--- config.mk ---
export PLATFORM = sky130hd
export DESIGN_NAME = linear_probe_hash_table_top
export DESIGN_NICKNAME = d
export VERILOG_FILES = /design/src/lpht_pkg.sv /design/src/linear_probe_hash_table_top.sv
export SDC_FILE = /design/constraint.sdc
export NUM_CORES = 2
export LEC_CHECK = 0
export ABC_CLOCK_PERIOD_IN_PS = 6800
export BUFFER_PORTS_ARGS = -buffer_cell sky130_fd_sc_hd__buf_4
export CELL_PAD_IN_SITES_DETAIL_PLACEMENT = 1
export CELL_PAD_IN_SITES_GLOBAL_PLACEMENT = 2
export CORE_UTILIZATION = 44
export DETAILED_ROUTE_END_ITERATION = 10
export PLACE_DENSITY = 0.77
export SKIP_LAST_GASP = 1
export SYNTH_ARGS = -nofsm -noshare
export SYNTH_HDL_FRONTEND = slang
export SYNTH_SLANG_ARGS = --single-unit
export TNS_END_PERCENT = 10
--- constraint.sdc ---
create_clock -name i_clk -period 6.8 [get_ports i_clk]
set_input_delay 1.7 -clock i_clk [delete_from_list [all_inputs] [get_ports i_clk]]
set_output_delay 1.7 -clock i_clk [all_outputs]
set_load 0.02 [all_outputs]
--- src/lpht_pkg.sv ---
package lpht_pkg;

    // defaults for the top level parameters
    localparam int DEF_TABLE_SLOTS = 16;
    localparam int DEF_KEY_BYTES   = 8;
    localparam int DEF_HANDLE_BITS = 16;

    // word field widths
    localparam int MODE_W      = 2;
    localparam int KEY_W       = 64;
    localparam int HANDLE_W    = 16;
    localparam int STATUS_W    = 2;
    localparam int SLOT_OUT_W  = 4;
    localparam int IN_TDATA_W  = 88;
    localparam int OUT_TDATA_W = 24;

    // command codes
    localparam logic [MODE_W-1:0] MODE_INSERT = 2'd0;
    localparam logic [MODE_W-1:0] MODE_LOOKUP = 2'd1;
    localparam logic [MODE_W-1:0] MODE_DELETE = 2'd2;

    // slot states
    localparam logic [1:0] SLOT_EMPTY   = 2'd0;
    localparam logic [1:0] SLOT_USED    = 2'd1;
    localparam logic [1:0] SLOT_DELETED = 2'd2;

    // result codes
    localparam logic [STATUS_W-1:0] RES_OK       = 2'd0;
    localparam logic [STATUS_W-1:0] RES_NOTFOUND = 2'd1;
    localparam logic [STATUS_W-1:0] RES_FULL     = 2'd2;

endpackage

--- src/linear_probe_hash_table_top.sv ---
// open addressing hash table with linear probing. each input word is an insert, lookup or
// delete of a zero terminated key of up to KEY_BYTES bytes; each command gives exactly one
// result word (status, handle, slot). the home slot is sum = ((sum + b) * b) mod TABLE_SLOTS
// over the key bytes, worked one byte per step; probing then reads one slot per cycle from a
// single slot memory (status, key and handle in one word), wrapping at the end of the table.
// with TABLE_SLOTS a power of two each key byte is reduced by keeping the low product bits;
// otherwise it runs through multiply, reciprocal estimate, back multiply and correct.
// probing reads 1 to TABLE_SLOTS slots; the unused mode code skips the table as a miss.
// commands are handled one at a time; a finished result waits in the output register while
// the next command is taken. after reset a clearing pass marks every slot empty; no command
// is taken until it is done.
module linear_probe_hash_table_top #(
    parameter int TABLE_SLOTS = lpht_pkg::DEF_TABLE_SLOTS,
    parameter int KEY_BYTES   = lpht_pkg::DEF_KEY_BYTES,
    parameter int HANDLE_BITS = lpht_pkg::DEF_HANDLE_BITS
) (
    input  logic                               i_clk,
    input  logic                               i_rst_n,
    // command channel
    input  logic                               i_s_axis_tvalid,
    output logic                               o_s_axis_tready,
    // mode [1:0], key [65:2], handle_in [81:66], zero fill [87:82]
    input  logic [lpht_pkg::IN_TDATA_W-1:0]    i_s_axis_tdata,
    // result channel
    output logic                               o_m_axis_tvalid,
    input  logic                               i_m_axis_tready,
    // status [1:0], handle_out [17:2], slot [21:18], zero fill [23:22]
    output logic [lpht_pkg::OUT_TDATA_W-1:0]   o_m_axis_tdata
);

    localparam int L      = $clog2(TABLE_SLOTS);           // slot index width
    localparam int KW     = 8 * KEY_BYTES;                 // stored key width
    localparam int HB     = HANDLE_BITS;
    localparam int SUMB_W = $clog2(TABLE_SLOTS + 255);     // sum + byte
    localparam int PW     = SUMB_W + 8;                    // (sum + byte) * byte
    localparam int MW     = PW + 1;                        // reciprocal width
    localparam int SH     = PW + L;                        // reciprocal shift
    localparam bit IS_POW2 = ((1 << L) == TABLE_SLOTS);
    localparam longint unsigned C_RECIP_L = (64'd1 << SH) / TABLE_SLOTS;
    localparam logic [MW-1:0]   C_RECIP   = MW'(C_RECIP_L);
    localparam logic [PW-1:0]   C_SLOTS   = PW'(TABLE_SLOTS);
    localparam logic [L-1:0]    C_LAST    = L'(TABLE_SLOTS - 1);

    // sequencer states
    localparam logic [3:0] S_CLEAR  = 4'd0;
    localparam logic [3:0] S_IDLE   = 4'd1;
    localparam logic [3:0] S_HASH   = 4'd2;
    localparam logic [3:0] S_QEST   = 4'd3;
    localparam logic [3:0] S_QN     = 4'd4;
    localparam logic [3:0] S_SUB    = 4'd5;
    localparam logic [3:0] S_START  = 4'd6;
    localparam logic [3:0] S_PROBE  = 4'd7;
    localparam logic [3:0] S_RESULT = 4'd8;

    typedef struct packed {
        logic [1:0]    st;
        logic [KW-1:0] key;
        logic [HB-1:0] hdl;
    } t_entry;

    // slot memory
    t_entry        r_mem [TABLE_SLOTS];
    t_entry        r_rdata;
    logic          w_we;
    logic [L-1:0]  w_waddr;
    t_entry        w_wdata;
    logic [L-1:0]  w_raddr;

    logic [3:0]                       r_state,     n_state;
    logic [lpht_pkg::MODE_W-1:0]      r_mode,      n_mode;
    logic [KW-1:0]                    r_key,       n_key;
    logic [KW-1:0]                    r_hkey,      n_hkey;
    logic [HB-1:0]                    r_hdl,       n_hdl;
    logic [L-1:0]                     r_sum,       n_sum;
    logic [PW-1:0]                    r_prod,      n_prod;
    logic [PW-1:0]                    r_q,         n_q;
    logic [PW-1:0]                    r_qn,        n_qn;
    logic [L-1:0]                     r_paddr,     n_paddr;
    logic [L-1:0]                     r_cnt,       n_cnt;
    logic [lpht_pkg::STATUS_W-1:0]    r_res_st,    n_res_st;
    logic [HB-1:0]                    r_res_hdl,   n_res_hdl;
    logic [L-1:0]                     r_slot,      n_slot;
    logic                             r_wr,        n_wr;
    logic [1:0]                       r_wst,       n_wst;
    logic                             r_out_valid, n_out_valid;
    logic [lpht_pkg::OUT_TDATA_W-1:0] r_out_data,  n_out_data;

    logic                        w_accept;
    logic                        w_out_free;
    logic [KW-1:0]               w_canon;
    logic [7:0]                  w_byte;
    logic [SUMB_W-1:0]           w_sb;
    logic [PW-1:0]               w_p;
    logic [PW+MW-1:0]            w_pm;
    logic [2*PW-1:0]             w_qnp;
    logic [PW-1:0]               w_rem;
    logic [L-1:0]                w_next;
    logic                        w_key_eq;

    assign o_s_axis_tready = (r_state == S_IDLE);
    assign w_accept        = i_s_axis_tvalid && o_s_axis_tready;
    assign w_out_free      = !r_out_valid || i_m_axis_tready;
    assign o_m_axis_tvalid = r_out_valid;
    assign o_m_axis_tdata  = r_out_data;

    // cut the key at the first zero byte
    always_comb begin
        logic alive;
        alive   = 1'b1;
        w_canon = '0;
        for (int i = 0; i < KEY_BYTES; i++) begin
            alive = alive && (i_s_axis_tdata[lpht_pkg::MODE_W + 8*i +: 8] != 8'd0);
            if (alive) begin
                w_canon[8*i +: 8] = i_s_axis_tdata[lpht_pkg::MODE_W + 8*i +: 8];
            end
        end
    end

    // hash datapath
    assign w_byte = r_hkey[7:0];
    assign w_sb   = SUMB_W'(r_sum) + SUMB_W'(w_byte);
    assign w_p    = PW'(w_sb) * PW'(w_byte);
    assign w_pm   = {{MW{1'b0}}, r_prod} * {{PW{1'b0}}, C_RECIP};
    assign w_qnp  = {{PW{1'b0}}, r_q} * {{PW{1'b0}}, C_SLOTS};
    assign w_rem  = r_prod - r_qn;

    // probe datapath
    assign w_next   = (r_paddr == C_LAST) ? '0 : r_paddr + 1'b1;
    assign w_key_eq = (r_rdata.key == r_key);

    // memory port control
    always_comb begin
        w_we    = 1'b0;
        w_waddr = r_slot;
        w_wdata = '{st: r_wst, key: r_key, hdl: r_hdl};
        if (r_state == S_CLEAR) begin
            w_we    = 1'b1;
            w_waddr = r_paddr;
            w_wdata = '{st: lpht_pkg::SLOT_EMPTY, key: '0, hdl: '0};
        end else if (r_state == S_RESULT && w_out_free && r_wr) begin
            w_we = 1'b1;
        end
    end
    assign w_raddr = (r_state == S_START) ? r_sum : w_next;

    always_ff @(posedge i_clk) begin
        if (w_we) begin
            r_mem[w_waddr] <= w_wdata;
        end
        r_rdata <= r_mem[w_raddr];
    end

    // sequencer
    always_comb begin
        n_state     = r_state;
        n_mode      = r_mode;
        n_key       = r_key;
        n_hkey      = r_hkey;
        n_hdl       = r_hdl;
        n_sum       = r_sum;
        n_prod      = r_prod;
        n_q         = r_q;
        n_qn        = r_qn;
        n_paddr     = r_paddr;
        n_cnt       = r_cnt;
        n_res_st    = r_res_st;
        n_res_hdl   = r_res_hdl;
        n_slot      = r_slot;
        n_wr        = r_wr;
        n_wst       = r_wst;
        n_out_valid = r_out_valid;
        n_out_data  = r_out_data;

        if (r_out_valid && i_m_axis_tready) begin
            n_out_valid = 1'b0;
        end

        case (r_state)
            S_CLEAR: begin
                n_paddr = w_next;
                if (r_paddr == C_LAST) begin
                    n_state = S_IDLE;
                end
            end
            S_IDLE: begin
                if (w_accept) begin
                    n_mode    = i_s_axis_tdata[lpht_pkg::MODE_W-1:0];
                    n_key     = w_canon;
                    n_hkey    = w_canon;
                    n_hdl     = HB'(i_s_axis_tdata[lpht_pkg::MODE_W + lpht_pkg::KEY_W +:
                                                   lpht_pkg::HANDLE_W]);
                    n_sum     = '0;
                    n_res_st  = lpht_pkg::RES_NOTFOUND;
                    n_res_hdl = '0;
                    n_slot    = '0;
                    n_wr      = 1'b0;
                    if (i_s_axis_tdata[lpht_pkg::MODE_W-1:0] == lpht_pkg::MODE_INSERT ||
                        i_s_axis_tdata[lpht_pkg::MODE_W-1:0] == lpht_pkg::MODE_LOOKUP ||
                        i_s_axis_tdata[lpht_pkg::MODE_W-1:0] == lpht_pkg::MODE_DELETE) begin
                        n_state = S_HASH;
                    end else begin
                        // unused code: no table access, reported as a miss
                        n_state = S_RESULT;
                    end
                end
            end
            S_HASH: begin
                if (w_byte == 8'd0) begin
                    n_state = S_START;
                end else if (IS_POW2) begin
                    n_sum  = w_p[L-1:0];
                    n_hkey = r_hkey >> 8;
                end else begin
                    n_prod  = w_p;
                    n_state = S_QEST;
                end
            end
            S_QEST: begin
                // quotient estimate, low by at most one
                n_q     = PW'(w_pm >> SH);
                n_state = S_QN;
            end
            S_QN: begin
                n_qn    = PW'(w_qnp);
                n_state = S_SUB;
            end
            S_SUB: begin
                n_sum   = (w_rem >= C_SLOTS) ? L'(w_rem - C_SLOTS) : L'(w_rem);
                n_hkey  = r_hkey >> 8;
                n_state = S_HASH;
            end
            S_START: begin
                n_paddr = r_sum;
                n_cnt   = '0;
                n_state = S_PROBE;
            end
            S_PROBE: begin
                // r_rdata holds slot r_paddr; slot w_next is being read
                if (r_mode == lpht_pkg::MODE_INSERT) begin
                    if (r_rdata.st != lpht_pkg::SLOT_USED) begin
                        n_res_st = lpht_pkg::RES_OK;
                        n_slot   = r_paddr;
                        n_wr     = 1'b1;
                        n_wst    = lpht_pkg::SLOT_USED;
                        n_state  = S_RESULT;
                    end else if (r_cnt == C_LAST) begin
                        n_res_st = lpht_pkg::RES_FULL;
                        n_state  = S_RESULT;
                    end else begin
                        n_paddr = w_next;
                        n_cnt   = r_cnt + 1'b1;
                    end
                end else begin
                    if (r_rdata.st == lpht_pkg::SLOT_EMPTY) begin
                        n_state = S_RESULT;
                    end else if (r_rdata.st != lpht_pkg::SLOT_DELETED && w_key_eq) begin
                        n_res_st  = lpht_pkg::RES_OK;
                        n_res_hdl = r_rdata.hdl;
                        n_hdl     = r_rdata.hdl;
                        n_slot    = r_paddr;
                        n_wr      = (r_mode == lpht_pkg::MODE_DELETE);
                        n_wst     = lpht_pkg::SLOT_DELETED;
                        n_state   = S_RESULT;
                    end else if (r_cnt == C_LAST) begin
                        n_state = S_RESULT;
                    end else begin
                        n_paddr = w_next;
                        n_cnt   = r_cnt + 1'b1;
                    end
                end
            end
            S_RESULT: begin
                if (w_out_free) begin
                    n_out_valid = 1'b1;
                    n_out_data  = lpht_pkg::OUT_TDATA_W'({
                        lpht_pkg::SLOT_OUT_W'(r_slot),
                        lpht_pkg::HANDLE_W'(r_res_hdl),
                        r_res_st});
                    n_state     = S_IDLE;
                end
            end
            default: begin
                n_state = S_IDLE;
            end
        endcase
    end

    always_ff @(posedge i_clk) begin
        if (!i_rst_n) begin
            r_state     <= S_CLEAR;
            r_paddr     <= '0;
            r_out_valid <= 1'b0;
            r_wr        <= 1'b0;
        end else begin
            r_state     <= n_state;
            r_paddr     <= n_paddr;
            r_out_valid <= n_out_valid;
            r_wr        <= n_wr;
        end
        r_mode     <= n_mode;
        r_key      <= n_key;
        r_hkey     <= n_hkey;
        r_hdl      <= n_hdl;
        r_sum      <= n_sum;
        r_prod     <= n_prod;
        r_q        <= n_q;
        r_qn       <= n_qn;
        r_cnt      <= n_cnt;
        r_res_st   <= n_res_st;
        r_res_hdl  <= n_res_hdl;
        r_slot     <= n_slot;
        r_wst      <= n_wst;
        r_out_data <= n_out_data;
    end

endmodule

=== After elaboration in Yosys (flattened, before gate mapping) ===
Memory sizes are Yosys's and may differ from the RTL's. A register that Yosys moved wholly into a read port is not among the register bits.
Index checks and enable logic that the tools add are counted.

* Input port bits: 92
* Bits in registers: 210
* Output and inout bits: 26
* Memories: 1
* Memory bits (writable): 1,312

{| class="wikitable"
|+ Memories
! memory !! depth !! bits a word !! rd ports !! clocked after Yosys merged registers in !! write ports !! RTL line !! source
|-
| r_mem || 16 || 82 || 1 || 1 || 1 || linear_probe_hash_table_top.sv:62 || <nowiki>t_entry r_mem [TABLE_SLOTS];</nowiki>
|}

* Reductions and logical operators: 44
* Multiply operators: 1
* Equality and inequality tests: 32
* $add $sub $neg: 3
* Muxes and demuxes: 77

{| class="wikitable"
|+ Operators by type and width
! operator !! count
|-
| 64-bit one-hot mux with 3 select lines || 1
|-
| 64-bit 2-to-1 mux || 2
|-
| 4-bit 2-to-1 mux || 29
|-
| 82-bit 2-to-1 mux || 1
|-
| 16-bit 2-to-1 mux || 5
|-
| 64-bit equality test || 1
|-
| 8-bit 2-to-1 mux || 8
|-
| 16-bit one-hot mux with 2 select lines || 2
|-
| 8-bit nonzero test || 8
|-
| 4-bit one-hot mux with 9 select lines || 1
|-
| 4-bit one-hot mux with 2 select lines || 3
|-
| 2-bit 2-to-1 mux || 10
|-
| 2-bit != test (second input constant) || 9
|-
| 4-bit by 3-bit equality test with 1-bit output (second input constant) || 4
|-
| 4-bit AND reduction || 4
|-
| 3-bit != test (second input constant) || 5
|-
| 5-bit AND reduction || 3
|-
| 4-bit equality test (second input constant) || 3
|-
| 1-bit logical AND || 12
|-
| 1-bit 2-to-1 mux || 12
|-
| 4-bit one-hot mux with 3 select lines || 1
|-
| 4-bit by 8-bit adder with 9-bit output || 1
|-
| 9-bit by 8-bit multiplier with 4-bit output || 1
|-
| 4-bit by 1-bit adder with 4-bit output (second input constant) || 2
|-
| other kinds (17) || 29
|}

=== Logic depth before layout (Yosys ltp) ===
* Depth after elaboration: 11
* Gate-level depth with buffers: 12

=== Worst setup path before layout ===
OpenSTA, ideal clock, no wires.

* Path kind: input -> register
* From: in i_m_axis_tready
* To: mem r_mem[8][0] in the netlist's numbering (enable)
* Library setup time: 0.523 ns
* Cell stages on the path: 6
* Data arrival time: 6.332 ns
* Setup slack: -0.056 ns
* Buffers on the path: 0
* Data required time: 6.277 ns
* Cell sequence: nand2b_1 and3_1 nand2_1 nand2_1 o21ai_0 nor2_1

* Word-level cells in the longest chain between the ends: 7

{| class="wikitable"
|+ Ends and longest elaborated chain
! what !! RTL line !! source
|-
| start: declaration || linear_probe_hash_table_top.sv:26 || <nowiki>input logic i_m_axis_tready,</nowiki>
|-
| 1-bit logical OR || linear_probe_hash_table_top.sv:102 || <nowiki>assign w_out_free = !r_out_valid || i_m_axis_tready;</nowiki>
|-
| 1-bit logical AND (2 in a row) || linear_probe_hash_table_top.sv:140 || <nowiki>end else if (r_state == S_RESULT && w_out_free && r_wr) begin</nowiki>
|-
| 1-bit 2-to-1 mux || linear_probe_hash_table_top.sv:140 ||
|-
| 1-bit 2-to-1 mux || linear_probe_hash_table_top.sv:136 || <nowiki>if (r_state == S_CLEAR) begin</nowiki>
|-
| 1-bit 2-to-1 mux || linear_probe_hash_table_top.sv:147 || <nowiki>if (w_we) begin</nowiki>
|-
| 1-bit 2-to-1 mux (implied by the code) || linear_probe_hash_table_top.sv:148 || <nowiki>r_mem[w_waddr] <= w_wdata;</nowiki>
|-
| end: declaration || linear_probe_hash_table_top.sv:62 ||
|}

No other way between the ends.

=== Final worst setup path ===
* From: reg r_key[1]
* To: reg r_hdl[4] (enable)

* Word-level cells in the longest chain between the ends: 4

{| class="wikitable"
|+ Ends and longest elaborated chain
! what !! RTL line !! source
|-
| start: declaration || linear_probe_hash_table_top.sv:71 || <nowiki>logic [KW-1:0] r_key, n_key;</nowiki>
|-
| start signal: assignment || linear_probe_hash_table_top.sv:301 || <nowiki>r_key <= n_key;</nowiki>
|-
| 64-bit equality test || linear_probe_hash_table_top.sv:129 || <nowiki>assign w_key_eq = (r_rdata.key == r_key);</nowiki>
|-
| 1-bit logical AND || linear_probe_hash_table_top.sv:256 || <nowiki>end else if (r_rdata.st != lpht_pkg::SLOT_DELETED && w_key_eq) begin</nowiki>
|-
| 2-bit != test (no source line) || n/a ||
|-
| 5-bit AND reduction (no source line) || n/a ||
|-
| end signal: assignment || linear_probe_hash_table_top.sv:303 || <nowiki>r_hdl <= n_hdl;</nowiki>
|-
| end: declaration || linear_probe_hash_table_top.sv:73 || <nowiki>logic [HB-1:0] r_hdl, n_hdl;</nowiki>
|}

No other way between the ends.
A chain may end at the register's enable or synchronous reset.

==> results by group <==
Status
  – Run status: complete, no violations

Clock network
  – TritonCTS clock tree: done
  – Clock root buffer master: clkbuf_16
  – TritonCTS sink count: 1604
  – Post-CTS setup-driven buffer insertion count: 0
  – Clock Latency Late Sink: just over 0.8 ns
  – Number of buffers between clock root and the deepest sink: 3
  – Cts bufs inserted: 167
  – Reg clk slew, reported paths: approximately 0.06 ns
  – Count of hold-fix buffers inserted at cts: 0
  – Number of resized instances in the post-cts repair step: 0
  – Number of H-tree branching levels: 4

Logic synthesis
  – Count of state elements after synthesis: approximately 1600
  – Fraction of synthesis flops using an asynchronous set or reset pin: 0%
  – Yosys synthesis warning count: 0
  – Biggest area contributors in the synthesized netlist: edfxtp_1 (71%), mux2i_1 (19%), dfxtp_1 (2.9%)
  – Netlist cell types: 56
  – Syn Std Cell Area: 64400 sq um
  – Seq/Total Area, Yosys: 73.4%
  – Average footprint of a synthesized cell: between 15 and 20 sq um
  – Synthesized netlist cell count: 3623
  – Number of enable flip-flop cells after synthesis: 1512
  – Yosys top cell area share: between 70% and 80%
  – Cell type with the highest aggregate area in the netlist: edfxtp_1
  – Most used DFF post-synth: edfxtp_1

Min path
  – Hold-critical path depth: 0
  – Worst min-delay path startpoint: r_res_hdl[2]
  – Destination of the worst hold path: o_m_axis_tdata[4]
  – Hold Path Class: reg2reg

Cells and area
  – Final core utilization: 50.8%
  – Share of layout cells above drive strength 1: 12.8%
  – Final-layout fill cell count: 13200
  – Count of nets after finishing: about 3900
  – P&R area growth vs syn: 14.0%

Timing
  – Final critical-path required period: 4.25 ns
  – Max Freq: roughly 240 MHz
  – Setup Skew: 0.0308 ns
  – Worst Hold Margin: 0.418 ns
  – Measured slew at the worst slew-check pin: about 1.3 ns
  – Setup repair after global routing missed its margin: no
  – Final cycle utilization of the critical path: 62.6%
  – Aggregate negative setup slack: 0 ns
  – Number of endpoints with negative hold slack in the final report: 0
  – Normalized max-slew margin: between 10% and 20%
  – Number of max-slew violations in the final report: 0
  – Count of endpoints failing setup in the final report: 0

Setup path
  – Reg2Reg Capture Point: r_hdl[4]
  – Worst path required time: between 7 and 8 ns
  – Largest fanout on the critical path: 32
  – CP arrival: ~4.7 ns
  – Element type at the critical path start: register
  – Kind of end point of the critical path: register
  – Count of cells along the worst register-to-register path: 7
  – Kind of critical path: reg2reg
  – Register-to-register setup slack: 2.55 ns
  – R2r startpoint: r_key[1]

Global route
  – Largest net degree at the start of global routing: 115
  – Busiest metal layer after global routing: met2
  – Met2 Track Usage GR: 34.3%
  – Overflow after GRT: 0
  – Total global routing track utilization: 21.0%
  – Antenna violations before repair: 5
  – Grt met1 use: between 20% and 30%
  – Global-route wire length before repair: around 220000 microns
  – Met3 routing resource usage after global routing: 3.19%
  – Number of global-route vias before repair: 33200

Pwr
  – Worst-case vdd ir drop: 0.305 mV
  – Power, Total: 22.5 mW
  – LEAKAGE: 27.2 nW
  – Power per Cell Area: 306 nW/um^2

Die
  – Die area: 148000 sq um
  – Count of pins on the block boundary: 118
  – Core ar.: 144000 sq um
  – Width of the die: 385 microns
  – Num rows: 139
  – Starting Density: 44.6%
  – Die Height: about 380 microns

Drt
  – Number of antenna-violating nets in the routed design: 0
  – First-pass DRT Iterations: 5
  – Wirelength per Cell: 26.6 microns
  – Total via count in the routed design: 32000
  – Final WL: approximately 160000 microns
  – Via density: 5.48
  – Detailed-route DRC error count: 0
  – Violation count after the first detailed-route iteration: about 2400

Placement
  – Last weighted congestion value of the routability-driven placer: roughly 0.75
  – Final HPWL DP: 85400 microns
  – Count of input and output buffers: 109

Run
  – Max-capacitance violation count: 0
logic make-up after synthesis:
| logic type | share of synthesized area, % |
|---|---|
| flops | 73.4 |
| mux | 19.9 |
| simple gates | 3.42 |
| buf+inv | 1.45 |
| compound gates | 0.855 |
| xor+xnor | 0.762 |
| fa+ha+maj | 0.225 |
| other cells | 0.00583 |
cells in the final DEF (no fill, tap or decap), types with 8 or more instances in the layout:
master and n:
a21o_1 17, a21oi_1 11, and2_1 71, and3_1 22, buf_12 20, buf_4 166, bufinv_16 19, clkbuf_1 44
clkbuf_16 169, clkbuf_8 15, clkinv_1 28, clkinv_2 18, dfxtp_1 92, edfxtp_1 1512, ha_1 10, inv_1 22
mux2_2 37, mux2i_1 1233, nand2_1 83, nand2b_1 17, nand4_1 11, nor2_1 34, nor2_4 16, nor2b_1 97
nor3_1 12, nor4_1 14, o21ai_0 8, xnor2_1 53
metal layers:
metal  routed length [microns]  up-vias  share of wire (%)
met4                      3450        0                2.2
met3                      7230      205                4.6
met1                     70400    16800                 45
li1                          -    14300                  -
met2                     74600      696                 48
met5                         0        -                  0
report_power, final:
| group | total (mW) | internal (mW) | switching (mW) |
|---|---|---|---|
| combinational | 2.05 | 0.880 | 1.17 |
| sequential | 11.1 | 11.0 | 0.115 |
| clock | 9.31 | 5.49 | 3.82 |
| total | 22.5 | 17.4 | 5.10 |
worst max path at each step:
stage	end	depth (start not counted)	startpoint	slack [ns]
6_report	r_hdl[4]	7	r_key[1]	2.55
5_1_grt	r_hdl[4]	7	r_key[1]	2.27
4_1_cts	r_hdl[1]	7	r_key[1]	2.48
3_5_place_dp	r_mem[8][2]	9	i_m_axis_tready	1.82
3_3_place_gp	r_mem[8][60]	9	i_m_axis_tready	1.80
2_1_floorplan	r_mem[8][0]	6	i_m_axis_tready	-0.06
Yosys cell counts (all sizes together) (24+ instances only):
cell       n
inv       24
mux2      39
nand2     84
clkbuf    45
buf      132
mux2i   1234
and2      71
xnor2     53
nor2      50
edfxtp  1512
dfxtp     92
nor2b     97
stage by stage:
stage          std cells  cell area [sq um]  setup WS, ns
2_1_floorplan       3624              64400       -0.0555
3_3_place_gp        5536              67800          1.80
3_5_place_dp        5536              67800          1.82
4_1_cts             5848              73400          2.48
5_1_grt             5848              73400          2.27
6_report            5850              73400          2.55
registers in the layout, indices dropped and copies added (netlist names), 16 cells and up:
register / flops
r_hdl: 16
r_res_hdl: 16
o_m_axis_tdata: 22
r_rdata: 82
r_hkey: 64
r_key: 64
r_mem: 1312
worst max-delay path, stage by stage, from the launching register on:
cell and delay [ns]:
edfxtp_1 0.43, xnor2_1 0.51, nand4_1 0.16, nor4_1 0.83
nand4_1 0.47, nor3_1 0.57, nand3_1 0.16, nand2_2 0.72
layout make-up:
cell class / count / area (sq um) / area share [%]
antenna: 2 / 5.00 / 0.00682
clock buffer: 228 / 4600 / 6.27
clock inverter: 84 / 1020 / 1.39
inverter: 24 / 92.6 / 0.126
multi-input combinational: 1819 / 16400 / 22.3
sequential: 1604 / 47200 / 64.4
tap: 1903 / 2380 / 3.24
timing repair buffer: 186 / 1650 / 2.24
Note: power is estimated with default switching activity, not from simulation.
